===== src/sv/i2c_memory_access_master_unit_defines.svh =====
// ----------------------------------------------------------------------------
// i2c memory access master assertion macros
// shared property forms for the sequencer checks
// ----------------------------------------------------------------------------
`ifndef I2C_MEMORY_ACCESS_MASTER_UNIT_DEFINES_SVH
`define I2C_MEMORY_ACCESS_MASTER_UNIT_DEFINES_SVH

// same-cycle implication
`define I2CM_ASSERT_NOW(label, clk, rst, cond, prop, msg) \
  label: assert property (@(posedge clk) disable iff (rst) (cond) |-> (prop)) \
    else $error(msg);

// next-cycle implication
`define I2CM_ASSERT_NEXT(label, clk, rst, cond, prop, msg) \
  label: assert property (@(posedge clk) disable iff (rst) (cond) |=> (prop)) \
    else $error(msg);

`endif


===== src/sv/i2cm_pkg.sv =====
// ----------------------------------------------------------------------------
// i2cm_pkg
// types, constants and helpers of the i2c memory access master
// ----------------------------------------------------------------------------
`default_nettype none

package i2cm_pkg;

  localparam int COUNT_BITS = 12;
  localparam int PAGE_BITS  = 3;

  localparam logic [10:0] PAGE_MASK = (11'(1) << PAGE_BITS) - 11'(1);

  localparam logic [7:0]  DEVICE_CODE_RST = 8'hA0;
  localparam logic [9:0]  ACK_POLLS_RST   = 10'd250;
  localparam logic [15:0] SETTLE_RST      = 16'd10000;

  typedef enum logic [4:0] {
    PH_IDLE, PH_ST_A, PH_ST_B, PH_BIT_LOW, PH_BIT_HIGH, PH_LOAD,
    PH_ACK_REL, PH_ACK_HIGH, PH_ACK_POLL, PH_RS_A, PH_RS_B, PH_RS_C,
    PH_RS_D, PH_RX_LOW, PH_RX_HIGH, PH_RX_SAMPLE, PH_MA_LOW, PH_MA_HIGH,
    PH_MA_END, PH_SP_A, PH_SP_B, PH_SP_C, PH_UL_LOW, PH_UL_HIGH, PH_SETTLE
  } phase_t;

  typedef enum logic [1:0] {
    STG_DEV_W, STG_OFF, STG_DATA, STG_DEV_R
  } stage_t;

  typedef enum logic [1:0] {
    AFT_FINAL, AFT_RESUME, AFT_UNLOCK, AFT_FAIL
  } after_t;

  typedef enum logic [1:0] {
    STAT_OK, STAT_STUCK, STAT_NACK
  } status_t;

  typedef enum logic [1:0] {
    REG_DEVICE_CODE, REG_ACK_POLLS, REG_SETTLE
  } cfg_idx_t;

  typedef struct packed {
    logic        start_req;
    logic        is_read;
    logic [10:0] mem_addr;
    logic [11:0] byte_count;
    logic [7:0]  wr_byte;
    logic        sda_in;
  } in_t;

  typedef struct packed {
    logic       scl_level;
    logic       sda_level;
    logic       want_byte;
    logic [7:0] rd_byte;
    logic       rd_valid;
    logic       busy_res;
    logic       done_res;
    logic [1:0] status;
  } out_t;

  typedef struct packed {
    logic [7:0]  device_code;
    logic [9:0]  ack_timeout_polls;
    logic [15:0] write_settle_ticks;
  } cfg_t;

  function automatic logic [7:0] dev_byte(logic [7:0] code, logic [10:0] addr);
    logic [10:0] pg;
    logic [10:0] ored;
    pg   = (addr >> 8) & PAGE_MASK;
    ored = (pg << 1) & 11'h00F;
    return code | ored[7:0];
  endfunction

endpackage

`default_nettype wire


===== src/sv/i2c_memory_access_master_unit.sv =====
// ----------------------------------------------------------------------------
// i2c_memory_access_master_unit
// i2c master for random-access memory reads and writes, one bus tick per item
// ----------------------------------------------------------------------------
// path: an accepted tick is held in the input register and moves to the result
//   register once that register is empty or being taken
// throughput: one tick per cycle while the output is not stalled by out_ready
// reset: synchronous, sequencer idle, valid flags cleared, configuration at its default values
`default_nettype none

module i2c_memory_access_master_unit
  import i2cm_pkg::*;
(
  input  wire logic        clk,
  input  wire logic        rst,
  input  wire logic        in_valid,
  output logic             in_ready,
  input  wire in_t         in_data,
  output logic             out_valid,
  input  wire logic        out_ready,
  output out_t             out_data,
  input  wire logic        cfg_valid,
  output logic             cfg_ready,
  input  wire logic [1:0]  cfg_index,
  input  wire logic [15:0] cfg_data
);

  cfg_t cfg;
  in_t  in_q;
  logic in_q_valid;
  logic move;
  out_t res;

  i2cm_cfg_regs u_cfg (
    .clk       (clk),
    .rst       (rst),
    .cfg_valid (cfg_valid),
    .cfg_ready (cfg_ready),
    .cfg_index (cfg_index),
    .cfg_data  (cfg_data),
    .cfg       (cfg)
  );

  assign move     = in_q_valid && (!out_valid || out_ready);
  assign in_ready = !in_q_valid || move;

  i2cm_seq u_seq (
    .clk  (clk),
    .rst  (rst),
    .step (move),
    .item (in_q),
    .cfg  (cfg),
    .res  (res)
  );

  always_ff @(posedge clk) begin
    if (rst) begin
      in_q_valid <= 1'b0;
      out_valid  <= 1'b0;
    end else begin
      if (in_ready) in_q_valid <= in_valid;
      if (move) out_valid <= 1'b1;
      else if (out_ready) out_valid <= 1'b0;
    end
  end

  always_ff @(posedge clk) begin
    if (in_ready && in_valid) in_q <= in_data;
    if (move) out_data <= res;
  end

endmodule

`default_nettype wire


===== src/sv/i2cm_cfg_regs.sv =====
// ----------------------------------------------------------------------------
// i2cm_cfg_regs
// configuration register file of the i2c memory access master
// ----------------------------------------------------------------------------
`default_nettype none

module i2cm_cfg_regs
  import i2cm_pkg::*;
(
  input  wire logic        clk,
  input  wire logic        rst,
  input  wire logic        cfg_valid,
  output logic             cfg_ready,
  input  wire logic [1:0]  cfg_index,
  input  wire logic [15:0] cfg_data,
  output cfg_t             cfg
);

  logic [7:0]  device_code;
  logic [9:0]  ack_timeout_polls;
  logic [15:0] write_settle_ticks;

  assign cfg_ready = 1'b1;

  always_ff @(posedge clk) begin
    if (rst) begin
      device_code        <= DEVICE_CODE_RST;
      ack_timeout_polls  <= ACK_POLLS_RST;
      write_settle_ticks <= SETTLE_RST;
    end else if (cfg_valid && cfg_ready) begin
      unique case (cfg_idx_t'(cfg_index))
        REG_DEVICE_CODE: device_code        <= cfg_data[7:0];
        REG_ACK_POLLS:   ack_timeout_polls  <= cfg_data[9:0];
        REG_SETTLE:      write_settle_ticks <= cfg_data;
        default: begin
        end
      endcase
    end
  end

  assign cfg.device_code        = device_code;
  assign cfg.ack_timeout_polls  = ack_timeout_polls;
  assign cfg.write_settle_ticks = write_settle_ticks;

endmodule

`default_nettype wire


===== src/sv/i2cm_seq.sv =====
// ----------------------------------------------------------------------------
// i2cm_seq
// bus sequencer: one tick per step, state registers and pin/result logic
// ----------------------------------------------------------------------------
`default_nettype none

`include "i2c_memory_access_master_unit_defines.svh"

module i2cm_seq
  import i2cm_pkg::*;
(
  input  wire logic clk,
  input  wire logic rst,
  input  wire logic step,
  input  wire in_t  item,
  input  wire cfg_t cfg,
  output out_t      res
);

  phase_t                  phase, phase_next;
  stage_t                  stage, stage_next;
  after_t                  after_stop, after_stop_next;
  status_t                 fail_code, fail_code_next;
  logic [7:0]              shift_reg, shift_reg_next;
  logic [3:0]              bit_index, bit_index_next;
  logic [COUNT_BITS-1:0]   bytes_left, bytes_left_next;
  logic [15:0]             wait_ticks, wait_ticks_next;
  logic [9:0]              poll_count, poll_count_next;
  logic [10:0]             latched_addr, latched_addr_next;
  logic                    read_mode, read_mode_next;

  phase_t                  adv_phase;
  stage_t                  adv_stage;
  after_t                  adv_after;
  logic [7:0]              adv_shift;
  logic [3:0]              adv_bit;

  logic [3:0]              bit_inc;
  logic [10:0]             poll_inc;
  logic [7:0]              rx_shift;
  logic                    last_byte;
  logic [COUNT_BITS-1:0]   bytes_dec;

  logic                    scl, sda, rdv, done;
  logic [7:0]              rdb;
  status_t                 stat;

  assign bit_inc   = bit_index + 4'd1;
  assign poll_inc  = {1'b0, poll_count} + 11'd1;
  assign rx_shift  = {shift_reg[6:0], item.sda_in};
  assign last_byte = (bytes_left <= COUNT_BITS'(1));
  assign bytes_dec = bytes_left - COUNT_BITS'(1);

  // continuation after an acknowledged byte, or after the stop that follows an ack timeout past the device byte
  always_comb begin
    adv_phase = phase;
    adv_stage = stage;
    adv_after = after_stop;
    adv_shift = shift_reg;
    adv_bit   = bit_index;
    unique case (stage)
      STG_DEV_W: begin
        adv_shift = latched_addr[7:0];
        adv_stage = STG_OFF;
        adv_bit   = 4'd0;
        adv_phase = PH_BIT_LOW;
      end
      STG_DEV_R: begin
        if (bytes_left != '0) begin
          adv_bit   = 4'd0;
          adv_shift = 8'd0;
          adv_phase = PH_RX_LOW;
        end else begin
          adv_after = AFT_FINAL;
          adv_phase = PH_SP_A;
        end
      end
      default: begin
        if (stage == STG_OFF && read_mode) begin
          adv_phase = PH_RS_A;
        end else if (bytes_left != '0) begin
          adv_stage = STG_DATA;
          adv_phase = PH_LOAD;
        end else begin
          adv_after = AFT_FINAL;
          adv_phase = PH_SP_A;
        end
      end
    endcase
  end

  // next state
  always_comb begin
    phase_next        = phase;
    stage_next        = stage;
    after_stop_next   = after_stop;
    fail_code_next    = fail_code;
    shift_reg_next    = shift_reg;
    bit_index_next    = bit_index;
    bytes_left_next   = bytes_left;
    wait_ticks_next   = wait_ticks;
    poll_count_next   = poll_count;
    latched_addr_next = latched_addr;
    read_mode_next    = read_mode;
    unique case (phase)
      PH_ST_A: begin
        if (!item.sda_in) begin
          fail_code_next = STAT_STUCK;
          bit_index_next = 4'd0;
          phase_next     = PH_UL_LOW;
        end else begin
          phase_next = PH_ST_B;
        end
      end
      PH_ST_B: begin
        if (item.sda_in) begin
          fail_code_next = STAT_STUCK;
          bit_index_next = 4'd0;
          phase_next     = PH_UL_LOW;
        end else begin
          shift_reg_next = dev_byte(cfg.device_code, latched_addr);
          stage_next     = STG_DEV_W;
          bit_index_next = 4'd0;
          phase_next     = PH_BIT_LOW;
        end
      end
      PH_LOAD: begin
        shift_reg_next  = item.wr_byte;
        bytes_left_next = bytes_dec;
        bit_index_next  = 4'd0;
        phase_next      = PH_BIT_HIGH;
      end
      PH_BIT_LOW: phase_next = PH_BIT_HIGH;
      PH_BIT_HIGH: begin
        shift_reg_next = {shift_reg[6:0], 1'b0};
        bit_index_next = bit_inc;
        phase_next     = (bit_inc >= 4'd8) ? PH_ACK_REL : PH_BIT_LOW;
      end
      PH_ACK_REL: phase_next = PH_ACK_HIGH;
      PH_ACK_HIGH: begin
        poll_count_next = 10'd0;
        phase_next      = PH_ACK_POLL;
      end
      PH_ACK_POLL: begin
        if (!item.sda_in) begin
          phase_next      = adv_phase;
          stage_next      = adv_stage;
          after_stop_next = adv_after;
          shift_reg_next  = adv_shift;
          bit_index_next  = adv_bit;
        end else if (poll_inc > {1'b0, cfg.ack_timeout_polls}) begin
          poll_count_next = 10'd0;
          if (stage == STG_DEV_W) begin
            fail_code_next  = STAT_NACK;
            after_stop_next = AFT_UNLOCK;
          end else begin
            after_stop_next = AFT_RESUME;
          end
          phase_next = PH_SP_A;
        end else begin
          poll_count_next = poll_inc[9:0];
        end
      end
      PH_RS_A: phase_next = PH_RS_B;
      PH_RS_B: phase_next = PH_RS_C;
      PH_RS_C: phase_next = PH_RS_D;
      PH_RS_D: begin
        shift_reg_next = dev_byte(cfg.device_code, latched_addr) | 8'h01;
        stage_next     = STG_DEV_R;
        bit_index_next = 4'd0;
        phase_next     = PH_BIT_LOW;
      end
      PH_RX_LOW:  phase_next = PH_RX_HIGH;
      PH_RX_HIGH: phase_next = PH_RX_SAMPLE;
      PH_RX_SAMPLE: begin
        shift_reg_next = rx_shift;
        bit_index_next = bit_inc;
        phase_next     = (bit_inc >= 4'd8) ? PH_MA_LOW : PH_RX_LOW;
      end
      PH_MA_LOW:  phase_next = PH_MA_HIGH;
      PH_MA_HIGH: phase_next = PH_MA_END;
      PH_MA_END: begin
        bytes_left_next = bytes_dec;
        if (bytes_dec != '0) begin
          bit_index_next = 4'd0;
          shift_reg_next = 8'd0;
          phase_next     = PH_RX_LOW;
        end else begin
          after_stop_next = AFT_FINAL;
          phase_next      = PH_SP_A;
        end
      end
      PH_SP_A: phase_next = PH_SP_B;
      PH_SP_B: phase_next = PH_SP_C;
      PH_SP_C: begin
        if (after_stop == AFT_RESUME) begin
          phase_next      = adv_phase;
          stage_next      = adv_stage;
          after_stop_next = adv_after;
          shift_reg_next  = adv_shift;
          bit_index_next  = adv_bit;
        end else if (after_stop == AFT_UNLOCK) begin
          bit_index_next = 4'd0;
          phase_next     = PH_UL_LOW;
        end else if (after_stop == AFT_FAIL) begin
          phase_next = PH_IDLE;
        end else if (read_mode || cfg.write_settle_ticks == 16'd0) begin
          phase_next = PH_IDLE;
        end else begin
          wait_ticks_next = cfg.write_settle_ticks;
          phase_next      = PH_SETTLE;
        end
      end
      PH_UL_LOW: phase_next = PH_UL_HIGH;
      PH_UL_HIGH: begin
        bit_index_next = bit_inc;
        if (bit_inc >= 4'd9) begin
          if (fail_code == STAT_NACK) begin
            after_stop_next = AFT_FAIL;
            phase_next      = PH_SP_A;
          end else begin
            phase_next = PH_IDLE;
          end
        end else begin
          phase_next = PH_UL_LOW;
        end
      end
      PH_SETTLE: begin
        if (wait_ticks <= 16'd1) begin
          wait_ticks_next = 16'd0;
          phase_next      = PH_IDLE;
        end else begin
          wait_ticks_next = wait_ticks - 16'd1;
        end
      end
      default: begin
        phase_next = PH_IDLE;
        if (item.start_req) begin
          latched_addr_next = item.mem_addr;
          bytes_left_next   = COUNT_BITS'(item.byte_count);
          read_mode_next    = item.is_read;
          fail_code_next    = STAT_OK;
          phase_next        = PH_ST_A;
        end
      end
    endcase
  end

  // pin and result outputs
  always_comb begin
    scl  = 1'b1;
    sda  = 1'b1;
    rdv  = 1'b0;
    rdb  = 8'd0;
    done = 1'b0;
    stat = STAT_OK;
    unique case (phase)
      PH_ST_A: begin
        if (item.sda_in) sda = 1'b0;
      end
      PH_ST_B: begin
        if (!item.sda_in) begin
          scl = 1'b0;
          sda = 1'b0;
        end
      end
      PH_LOAD: begin
        scl = 1'b0;
        sda = item.wr_byte[7];
      end
      PH_BIT_LOW: begin
        scl = 1'b0;
        sda = shift_reg[7];
      end
      PH_BIT_HIGH: sda = shift_reg[7];
      PH_ACK_REL:  scl = 1'b0;
      PH_ACK_POLL: begin
        if (!item.sda_in) scl = 1'b0;
      end
      PH_RS_A: scl = 1'b0;
      PH_RS_C: sda = 1'b0;
      PH_RS_D: begin
        scl = 1'b0;
        sda = 1'b0;
      end
      PH_RX_LOW: scl = 1'b0;
      PH_RX_SAMPLE: begin
        if (bit_inc >= 4'd8) begin
          scl = 1'b0;
          rdv = 1'b1;
          rdb = rx_shift;
        end
      end
      PH_MA_LOW: begin
        scl = 1'b0;
        sda = last_byte;
      end
      PH_MA_HIGH: sda = last_byte;
      PH_MA_END: begin
        scl = 1'b0;
        sda = last_byte;
      end
      PH_SP_A: begin
        scl = 1'b0;
        sda = 1'b0;
      end
      PH_SP_B: sda = 1'b0;
      PH_SP_C: begin
        if (after_stop == AFT_FAIL) begin
          done = 1'b1;
          stat = STAT_NACK;
        end else if (after_stop == AFT_FINAL &&
                     (read_mode || cfg.write_settle_ticks == 16'd0)) begin
          done = 1'b1;
        end
      end
      PH_UL_LOW: scl = 1'b0;
      PH_UL_HIGH: begin
        if (bit_inc >= 4'd9 && fail_code != STAT_NACK) begin
          done = 1'b1;
          stat = STAT_STUCK;
        end
      end
      PH_SETTLE: begin
        if (wait_ticks <= 16'd1) done = 1'b1;
      end
      default: begin
      end
    endcase
  end

  assign res.scl_level = scl;
  assign res.sda_level = sda;
  assign res.want_byte = (phase_next == PH_LOAD);
  assign res.rd_byte   = rdb;
  assign res.rd_valid  = rdv;
  assign res.busy_res  = (phase_next != PH_IDLE);
  assign res.done_res  = done;
  assign res.status    = stat;

  always_ff @(posedge clk) begin
    if (rst) begin
      phase        <= PH_IDLE;
      stage        <= STG_DEV_W;
      after_stop   <= AFT_FINAL;
      fail_code    <= STAT_OK;
      shift_reg    <= 8'd0;
      bit_index    <= 4'd0;
      bytes_left   <= '0;
      wait_ticks   <= 16'd0;
      poll_count   <= 10'd0;
      latched_addr <= 11'd0;
      read_mode    <= 1'b0;
    end else if (step) begin
      phase        <= phase_next;
      stage        <= stage_next;
      after_stop   <= after_stop_next;
      fail_code    <= fail_code_next;
      shift_reg    <= shift_reg_next;
      bit_index    <= bit_index_next;
      bytes_left   <= bytes_left_next;
      wait_ticks   <= wait_ticks_next;
      poll_count   <= poll_count_next;
      latched_addr <= latched_addr_next;
      read_mode    <= read_mode_next;
    end
  end

  `I2CM_ASSERT_NOW(a_done_not_busy, clk, rst, step && res.done_res, !res.busy_res, "done while busy")
  `I2CM_ASSERT_NOW(a_status_with_done, clk, rst, step && res.status != STAT_OK, res.done_res, "status without done")
  `I2CM_ASSERT_NOW(a_rd_only_read, clk, rst, step && res.rd_valid, read_mode, "read byte in write")
  `I2CM_ASSERT_NEXT(a_idle_holds, clk, rst, step && phase == PH_IDLE && !item.start_req, phase == PH_IDLE, "left idle without start")

endmodule

`default_nettype wire

===== config.mk =====
export PLATFORM = sky130hd
export DESIGN_NAME = i2c_memory_access_master_unit
export DESIGN_NICKNAME = d
export VERILOG_FILES = /design/src/sv/i2cm_pkg.sv /design/src/sv/i2c_memory_access_master_unit.sv /design/src/sv/i2cm_cfg_regs.sv /design/src/sv/i2cm_seq.sv
export VERILOG_INCLUDE_DIRS = /design/src /design/src/sv
export SDC_FILE = /design/constraint.sdc
export NUM_CORES = 1
export LEC_CHECK = 0
export ABC_AREA = 1
export BUFFER_PORTS_ARGS = -buffer_cell sky130_fd_sc_hd__buf_2
export CAP_MARGIN = 40
export CORE_MARGIN = 2
export CORE_UTILIZATION = 44
export DETAILED_ROUTE_END_ITERATION = 6
export GPL_ROUTABILITY_DRIVEN = 0
export PLACE_DENSITY_LB_ADDON = 0.12
export SYNTH_ARGS = -nofsm -noshare
export SYNTH_HDL_FRONTEND = slang
export SYNTH_HIERARCHICAL = 1
export SYNTH_SLANG_ARGS = --single-unit

===== constraint.sdc =====
create_clock -name clk -period 3.2 [get_ports clk]
set_clock_uncertainty 0.15 [all_clocks]
set_input_delay 0.32 -clock clk [delete_from_list [all_inputs] [get_ports clk]]
set_output_delay 0.32 -clock clk [all_outputs]
set_load 0.03 [all_outputs]

## Yosys cells after proc, flatten, opt, wreduce, memory -nomap -nowiden

Cells that the tools add are included.

| word-level totals | value |
|---|---|
| bits in registers | 159 |
| bits of input ports | 57 |
| output and inout bits | 19 |

| cells by class | value |
|---|---|
| add/subtract/negate cells | 4 |
| order comparisons | 5 |
| equality and inequality tests | 52 |
| muxes and demuxes | 87 |
| bitwise gates (word level) | 4 |
| reductions and logical operators | 51 |

Operators by type and width:

| operator | count |
|---|---|
| $pmux 5 s23 | 1 |
| $mux 16 | 5 |
| $mux 5 | 16 |
| $pmux 8 s8 | 1 |
| $eq 5x5->1 const B | 9 |
| $mux 2 | 21 |
| $eq 5x4->1 const B | 8 |
| $mux 8 | 5 |
| $pmux 16 s2 | 1 |
| $eq 5x3->1 const B | 5 |
| $mux 4 | 6 |
| $pmux 12 s2 | 1 |
| $pmux 2 s4 | 3 |
| $pmux 4 s6 | 1 |
| $reduce_bool 12->1 | 2 |
| $reduce_or 24->1 | 1 |
| $ne 2x2->1 const B | 11 |
| $reduce_or 22->1 | 1 |
| $reduce_or 21->1 | 1 |
| $mux 10 | 2 |
| $pmux 10 s2 | 1 |
| $reduce_and 6->1 | 3 |
| $le 16x1->1 const B | 1 |
| $logic_not 16->1 | 1 |
| 43 further kinds | 96 |

## Depth between registers and ports, before layout

Gate-level depths: netlist of the first run.

| depth | value |
|---|---|
| word-level depth | 8 |
| depth in mapped cells | 21 |
| depth with buffers taken out | 21 |

## Modules after synthesis

The synthesis of the first run kept the hierarchy.

By module, submodules not included:

| module | instances | cells an instance | area each (um^2) | seq. area each (um^2) |
|---|---|---|---|---|
| i2cm_seq | 1 | 988 | 5914.4 | 1461.4 |
| i2c_memory_access_master_unit | 1 | 62 | 1592.8 | 1541.5 |
| i2cm_cfg_regs | 1 | 199 | 1440.1 | 680.7 |

## Least setup slack after synthesis of the first run

OpenSTA, ideal clock, no wires.

| timing path | value |
|---|---|
| path kind | reg2reg |
| from | register out_valid |
| to | register u_seq.shift_reg[7] |
| library setup time | 0.070 ns |
| arrival | 2.757 ns |
| required time | 2.980 ns |
| setup slack | 0.223 ns |
| stages on the path, launching flop included | 10 |
| buffers on the path | 0 |
| period minus slack after synthesis | 2.977 ns |
| cells stage by stage | dfxtp_1 -> a21oi_1 -> inv_1 -> a21oi_1 -> and2_1 -> nand2_1 -> nor2_4 -> nand2_4 -> or2_1 -> a21oi_1 |

| between the ends | value |
|---|---|
| cells in the longest elaborated chain, start to end | 4 |

Ends and longest elaborated chain:

| element | line | RTL |
|---|---|---|
| start: declaration | i2c_memory_access_master_unit.sv:19 | `output logic out_valid,` |
| start signal: assignment | i2c_memory_access_master_unit.sv:59 | `out_valid <= 1'b0;` |
| start signal: assignment | i2c_memory_access_master_unit.sv:62 | `if (move) out_valid <= 1'b1;` |
| start signal: assignment | i2c_memory_access_master_unit.sv:63 | `else if (out_ready) out_valid <= 1'b0;` |
| $logic_not 1->1 | i2c_memory_access_master_unit.sv:44 | `assign move = in_q_valid && (!out_valid \|\| out_ready);` |
| $logic_or 1x1->1 | i2c_memory_access_master_unit.sv:44 |  |
| $logic_and 1x1->1 | i2c_memory_access_master_unit.sv:44 |  |
| via move | i2c_memory_access_master_unit.sv:31 | `logic move;` |
| $reduce_and 6->1 (no source line) | - |  |
| end signal: assignment | i2cm_seq.sv:359 | `shift_reg <= shift_reg_next;` |
| end: declaration | i2cm_seq.sv:24 | `logic [7:0] shift_reg, shift_reg_next;` |

The timed path passes the listed nets, and every way through them passes these cells.
A chain may end at the register's enable or synchronous reset.

## Worst setup path after layout of the first run

| timing path | value |
|---|---|
| from | register u_seq.poll_count[1] |
| to | register u_seq.poll_count[1] |

| between the ends | value |
|---|---|
| cells in the longest elaborated chain, start to end | 5 |

Ends and longest elaborated chain:

| element | line | RTL |
|---|---|---|
| start: declaration | i2cm_seq.sv:28 | `logic [9:0] poll_count, poll_count_next;` |
| start signal: assignment | i2cm_seq.sv:363 | `poll_count <= poll_count_next;` |
| $add 10x1->11 (*) | i2cm_seq.sv:49 | `assign poll_inc = {1'b0, poll_count} + 11'd1;` |
| $gt 11x10->1 | i2cm_seq.sv:151 | `end else if (poll_inc > {1'b0, cfg.ack_timeout_polls}) begin` |
| $mux 10 (*) | i2cm_seq.sv:151 |  |
| $mux 10 (*) | i2cm_seq.sv:145 | `if (!item.sda_in) begin` |
| $pmux 10 s2 (*) | i2cm_seq.sv:105 | `unique case (phase)` |

Every way passes the cells marked *; elsewhere a longest branch is shown, timed or not. The select of a mux whose other input is x is not followed.

==> impl_results.md, run 1 <==
- DP HPWL: 17.4 mm
- Max_cap viols: 0
- Post-Syn Area per Cell: ~7.2 um2
- Post-synthesis sequential area ratio: between 40% and 50%
- Endpoints failing hold: 0
- CTS tree: built
- Vias in the first global route: 7572
- Initial Util: 44.5%
- Root Buffer: clkbuf_16
- Fin crit share: between 90 and 100%
- R2R setup slack: around 0.26 ns
- Critical path startpoint category: register
- Chip Height: 147 um
- CP Capture Type: register
- Largest Register: in_q
- Post-synth EDFFs: 50
- Max-slew violation count: 0
- Logic pwr share: between 10% and 20%
- GRT Overall Usage: 22.3%
- Ant. Diodes: 0
- Area delta synth->final: 18.7%
- Hold WS: between 0.03 and 0.04 ns
- Fin nets: 1449
- H-tree Lvls: 4
- Placed cells: 1572
- Drt total wl: 24.2 mm
- Hold crit path type: in -> reg
- Initial antenna violation count: 0
- Worst-Margin Slew: 0.631 ns
- Pin count of the biggest net entering global routing: 35
- Leading cell type by number of instances after synthesis: nand2_1
- Power per Cell Area: 463 nW/um2
- WL/cell: approximately 15 um
- Final Non-Filler Cells: 1649
- Peak Freq: 0.340 GHz
- IO buf count: 74
- Total CTS buffers: 17
- Fill cell count: 1978
- Critical path arrival: 3.12 ns
- CTS clk-pin slew, worst paths: 0.06 ns
- Critical path fanouts, max: 5
- Via total after detailed routing: 8447
- Final setup fails: 0
- Async SR Flop Fraction: 0%
- Synthesized Nets: 1332
- Lkg Pwr: 4.88 nW
- Synth cell types: 52
- Die width: about 150 um
- Critical Path RT: 3.38 ns
- Synthesized cell area: 8950 um2
- Layout cell share with drive strength beyond 1: between 10 and 15%
- Net Sw Frac: 29.5%
- Die area: 21500 um2
- Outcome: complete, no violations
- Initial drt markers: 693
- Switching power: ~1.5 mW
- Ys flop type: dfxtp_1
- Ys Warns: 6
- Post-route ant nets: 0
- Synth top area cells: dfxtp_1 24%, edfxtp_1 17%, nand2_1 12%
- Worst slew margin: about 58%
- Placed cell area: around 9600 um2
- WS Path Type: reg -> reg
- Clock power frac: around 38%
- Largest register FFs: 34
- Clock Path Buffers: 2
- Most instantiated cells after synthesis: 283 x nand2_1, 170 x nor2_1, 149 x inv_1
- Tmin final: 2.94 ns
- First-pass GRT wire length: 38.4 mm
- Pre-antenna DRT Iters: 6
- Boundary Pins: 76
- Global route overflow: 0
- Sequential power share: ~46%
- Post-synthesis cell count: 1249
- CTS sink cnt: 159
- Leading area contributor after synthesis: dfxtp_1
- Vias per inst: 5.12
- Share of the synthesized area in the top cell type: 24.4%
- FP Rows: 52
- VDD IR max: 0.000312 V
- Cell-internal power: 3.47 mW
- Yosys reg bits: 159
- Drt drc: 0
- Core box area: 20100 um2
- Final instance area: 10600 um2
- Clk_lat worst skew: 0.43 ns
==> area by class of cell <==
cell class | count | area, um2 | area share, %
Sequential cell | 159 | 3690 | 34.7
Tap cell | 270 | 338 | 3.18
Timing Repair Buffer | 139 | 973 | 9.16
Multi-Input combinational cell | 888 | 4490 | 42.3
Clock inverter | 12 | 86.3 | 0.813
Inverter | 161 | 609 | 5.74
Clock buffer | 20 | 437 | 4.11
==> placed cells by master (no fill, tap or decap), types with 4 or more instances in the layout <==
cell           instances
inv_2                  9
clkinv_1               4
xnor2_1                7
inv_6                  5
edfxtp_1              50
nand3_2                7
a21oi_2                4
a22oi_1               10
dfxtp_2                4
o21ai_0               69
dlygate4sd3_1         41
buf_4                 23
dfxtp_1              105
nor3_1                 8
nand2_2                4
inv_1                148
nor3_2                 4
o211ai_1               4
nor2_2                 6
nand4_1               34
a211oi_1               6
o2111ai_1              6
clkbuf_16             17
nand2_1              282
a21oi_1              102
nor2_1               168
nor2_4                 5
nand3_1               88
buf_2                 74
o31ai_1                5
xor2_1                12
ha_1                  25
==> worst paths after layout <==
| path | start | endpoint | cells after the start |
|---|---|---|---|
| min | out_ready | out_valid$_SDFFE_PP0P_ | 4 |
| min reg2reg | u_seq/latched_addr[8]$_SDFFE_PP0P_ | u_seq/latched_addr[8]$_SDFFE_PP0P_ | 2 |
| max reg2reg | u_seq/poll_count[1]$_SDFFE_PP0P_ | u_seq/poll_count[1]$_SDFFE_PP0P_ | 18 |
| max | u_seq/poll_count[1]$_SDFFE_PP0P_ | u_seq/poll_count[1]$_SDFFE_PP0P_ | 18 |
==> cells by family after synthesis <==
kind of cell	Yosys count	synth area share, %
DFF	159	41.2
AOI/OAI and AO/OA	224	14.1
adders and majority gates	26	3.64
buffers and inverters	203	9.43
xor gates and xnor gates	20	1.96
other	1	0.0419
and+or+nand+nor	616	29.7
==> metrics by stage <==
stage               setup slack [ns]  setup TNS (ns)  total power [mW]  util [%]
CTS                           0.0806               0              4.95      52.4
finish                         0.261               0              4.92      52.8
detailed placement            0.0560               0              3.07      47.7
floorplan                      0.223               0              2.85         -
global placement               0.110               0              3.07      47.7
global route                -0.00529        -0.00529              5.16      52.8
==> critical path, stage by stage, from the launching register on <==
cell and delay, ns:
dfxtp_2 0.34, ha_2 0.17, nand2_1 0.07, nor3_2 0.12, buf_4 0.15, nand3_2 0.08
xor2_2 0.17, ha_1 0.32, a21oi_2 0.13, o21bai_1 0.07, a21oi_1 0.12, nand2_1 0.07
nand2_2 0.12, inv_1 0.09, nor2_2 0.14, inv_2 0.10, nor2_4 0.20, nand2_1 0.08
a21oi_1 0.15
==> repair_timing <==
action	CTS	global route
gates cloned	0	1
setup endpoints to repair	1	15
hold buffers	41	0
pin swaps	0	7
setup buffers	0	3
resized for setup	1	18
endpoints found under the hold margin	41	0
==> power by group through the flow <==
| stage | logic [mW] | clock network (mW) | registers, mW |
|---|---|---|---|
| after floorplan | 0.549 | 0 | 2.30 |
| after global placement | 0.773 | 0 | 2.29 |
| after detailed placement | 0.774 | 0 | 2.29 |
| after CTS | 0.818 | 1.88 | 2.25 |
| after global routing | 0.932 | 1.97 | 2.26 |
| final | 0.828 | 1.84 | 2.25 |
==> metal layers <==
layer	share of wire (%)	wire length [um]	track usage, %	vias to the layer above
li1	-	-	-	4359
met1	49	11800	31.9	3781
met2	44	10500	34.1	274
met3	5.9	1420	4.00	33
met4	1.9	461	7.14	0
met5	0	0	0	-
No activity file was read; power rests on OpenSTA's default activity.
==> inputs of run 2 (changes only) <==
--- a/config.mk
+++ b/config.mk
@@ -10,10 +10,12 @@
 export BUFFER_PORTS_ARGS = -buffer_cell sky130_fd_sc_hd__buf_2
 export CAP_MARGIN = 40
 export CORE_MARGIN = 2
-export CORE_UTILIZATION = 44
+export CORE_UTILIZATION = 42
 export DETAILED_ROUTE_END_ITERATION = 6
 export GPL_ROUTABILITY_DRIVEN = 0
 export PLACE_DENSITY_LB_ADDON = 0.12
+export SETUP_SLACK_MARGIN = 0.3
+export SKIP_LAST_GASP = 1
 export SYNTH_ARGS = -nofsm -noshare
 export SYNTH_HDL_FRONTEND = slang
 export SYNTH_HIERARCHICAL = 1
==> impl_results.md, run 2 (same netlist as run 1, synthesis figures left out) <==
- Outcome: complete, no violations
- Worst-path cell chain: nand2_2, nor3_2, nand3_1, nor3_2, xor2_1, inv_1, ha_1, inv_2, nor2_1, nand4_1, nand2_2, inv_2, nor2_4, inv_2, nor2_4, clkbuf_16, nand2_1, a21oi_2
- Largest register FFs: 34 (unchanged)
- Pre-antenna DRT Iters: 6 (unchanged)
- Post-route ant nets: 0 (unchanged)
- Cell family with most CP delay: simple AND/OR/NAND/NOR gates
- Vias per inst: 5.14 (+0.41%)
- Max_cap viols: 0 (unchanged)
- Clk_lat worst skew: 0.44 ns (about the same)
- FF-to-FF path depth: 18 (unchanged)
- Fill cell count: 2126 (+7.5%)
- Critical path startpoint category: register
- Ant. Diodes: 0 (unchanged)
- Hold crit path type: in -> reg
- Tmin final: 2.87 ns (-0.0668 ns)
- R2R setup slack: 0.33 ns (+0.07 ns)
- Hold WS: 0.0175 ns (-0.0150 ns)
- Global route overflow: 0 (unchanged)
- Critical path arrival: 3.09 ns (-0.03 ns)
- GRT Overall Usage: 22.4% (+0.17 points)
- Max-slew violation count: 0 (unchanged)
- Layout cell share with drive strength beyond 1: 14.7% (+1.9 points)
- Initial Util: 42.7% (-1.8 points)
- Final Power: 5.12 mW (+4.0%)
- Area delta synth->final: 21.4%
- VDD IR max: 0.000368 V (+18%)
- Critical Path Slowest Stage Cell: dfxtp_2
- Root Buffer: clkbuf_16
- Fin nets: 1456 (+0.48%)
- CP bufs+invs: 5 (+2)
- Hold endpoint: out_valid$_SDFFE_PP0P_
- Die area: 22500 um2 (+4.6%)
- Hold path depth: 4 (unchanged)
- Fin crit share: 89.8% (-2.1 points)
- Die width: 150 um (+2.3%)
- DP HPWL: 17.8 mm (+2.4%)
- Chip Height: 150 um (+2.3%)
- First-pass GRT wire length: 39.7 mm (+3.1%)
- Initial antenna violation count: 0 (unchanged)
- Clock Path Buffers: 2 (unchanged)
- Largest Register: in_q
- CTS sink cnt: 159 (unchanged)
- IO buf count: 74 (unchanged)
- Drt drc: 0 (unchanged)
- Hold_sp: out_ready
- WS Path Type: reg -> reg
- FF-to-FF Start: u_seq/poll_count[4]$_SDFFE_PP0P_
- Commonest non-fill, non-tap cell in the layout: nand2_1
- Reg-to-reg endpoint: u_seq/poll_count[3]$_SDFFE_PP0P_
- Setup Total Neg Slack: 0 ns (unchanged)
- Boundary Pins: 76 (unchanged)
- Max incr delay on CP: 0.35 ns (about the same)
- WL/cell: 14.9 um (+1.6%)
- Worst slew margin: 56.4% (-1.5 points)
- Critical Path Most Common Cell: inv_2
- Lkg Pwr: 4.99 nW (+2.3%)
- Critical Path RT: 3.42 ns (+0.04 ns)
- Peak Freq: 0.348 GHz (+2.3%)
- CTS clk-pin slew, worst paths: 0.07 ns (about the same)
- Vias in the first global route: 7800 (+3.0%)
- CP Capture Type: register
- Core box area: 21000 um2 (+4.2%)
- Total CTS buffers: 17 (unchanged)
- H-tree Lvls: 4 (unchanged)
- Drt total wl: 24.7 mm (+2.4%)
- CTS tree: built
- Most frequent cells in the layout: 276 x nand2_1, 167 x nor2_1, 145 x inv_1
- Final setup fails: 0 (unchanged)
- Endpoints failing hold: 0 (unchanged)
- Pin count of the biggest net entering global routing: 53 (+51%)
- Critical path fanouts, max: 4 (-1)
- RSZ-0062 raised after global routing: yes
- Via total after detailed routing: 8543 (+1.1%)
- Initial drt markers: 721 (+4.0%)
- FP Rows: 53 (+1.9%)
- Worst-Margin Slew: 0.650 ns (+0.0189 ns)
- Power per Cell Area: 471 nW/um2 (+1.7%)
run 2: changes by cell type in the layout (fill, tap and decap cells not counted), sizes merged:
cell	previous run	this run
inv	163	168
buf	98	105
clkinvlp	3	0
nor2	179	178
clkinv	7	6
run 2: metrics by stage:
step,area (um2),utilization (%),setup WS [ns],instances
floorplan,8950,-,0.351,1249
global placement,9630,46.0,0.214,1579
detailed placement,9630,46.0,0.158,1579
CTS,10700,51.1,0.263,1655
global route,10900,51.8,0.154,1661
finish,10900,51.8,0.328,1661
run 2: tightest hold or removal path, delay by kind of cell:
kind / cells / cell delay, ns
buffers and inverters: 2 / 0.12
AOI/OAI and AO/OA: 1 / 0.05
and+or+nand+nor: 1 / 0.05
run 2: area by class of cell:
type,count,area [um2],area share [%]
clock inverters,13,139,1.28
repair buffers,147,1070,9.82
well taps,275,344,3.17
flip-flops and latches,159,3690,34.0
multi-input cells,887,4560,41.9
inverters,161,609,5.61
clock buffers,19,453,4.17
run 2: repair_timing:
action | CTS | global route
cloned | 1 | 0
hold buffers | 41 | 0
setup endpoints to repair | 13 | 27
pin swaps | 0 | 15
buffers inserted | 2 | 6
resized for setup | 12 | 33
endpoints found under the hold margin | 41 | 0
run 2: worst max-delay path by stage:
| stage | startpoint | cells after the start | end | slack [ns] |
|---|---|---|---|---|
| floorplan | u_seq/poll_count[0]$_SDFFE_PP0P_ | 18 | out_data[13]$_DFFE_PP_ | 0.35 |
| detailed placement | u_seq/poll_count[3]$_SDFFE_PP0P_ | 19 | out_data[13]$_DFFE_PP_ | 0.16 |
| global route | u_seq/poll_count[4]$_SDFFE_PP0P_ | 19 | u_seq/poll_count[3]$_SDFFE_PP0P_ | 0.15 |
| CTS | u_seq/poll_count[0]$_SDFFE_PP0P_ | 19 | u_seq/poll_count[1]$_SDFFE_PP0P_ | 0.26 |
| finish | u_seq/poll_count[4]$_SDFFE_PP0P_ | 18 | u_seq/poll_count[3]$_SDFFE_PP0P_ | 0.33 |
| global placement | u_seq/poll_count[3]$_SDFFE_PP0P_ | 19 | out_data[13]$_DFFE_PP_ | 0.21 |
run 2: routing by layer:
metal  track usage, %  wire [um]
met5                0          0
met4             6.79        427
met3             4.33       1400
met2             34.8      11200
met1             31.7      11800
run 2: where the power goes:
part / switching, mW / total, mW / internal (mW)
registers: 0.0619 / 2.25 / 2.18
logic: 0.550 / 0.839 / 0.290
clock network: 0.946 / 2.03 / 1.09
total: 1.56 / 5.12 / 3.56
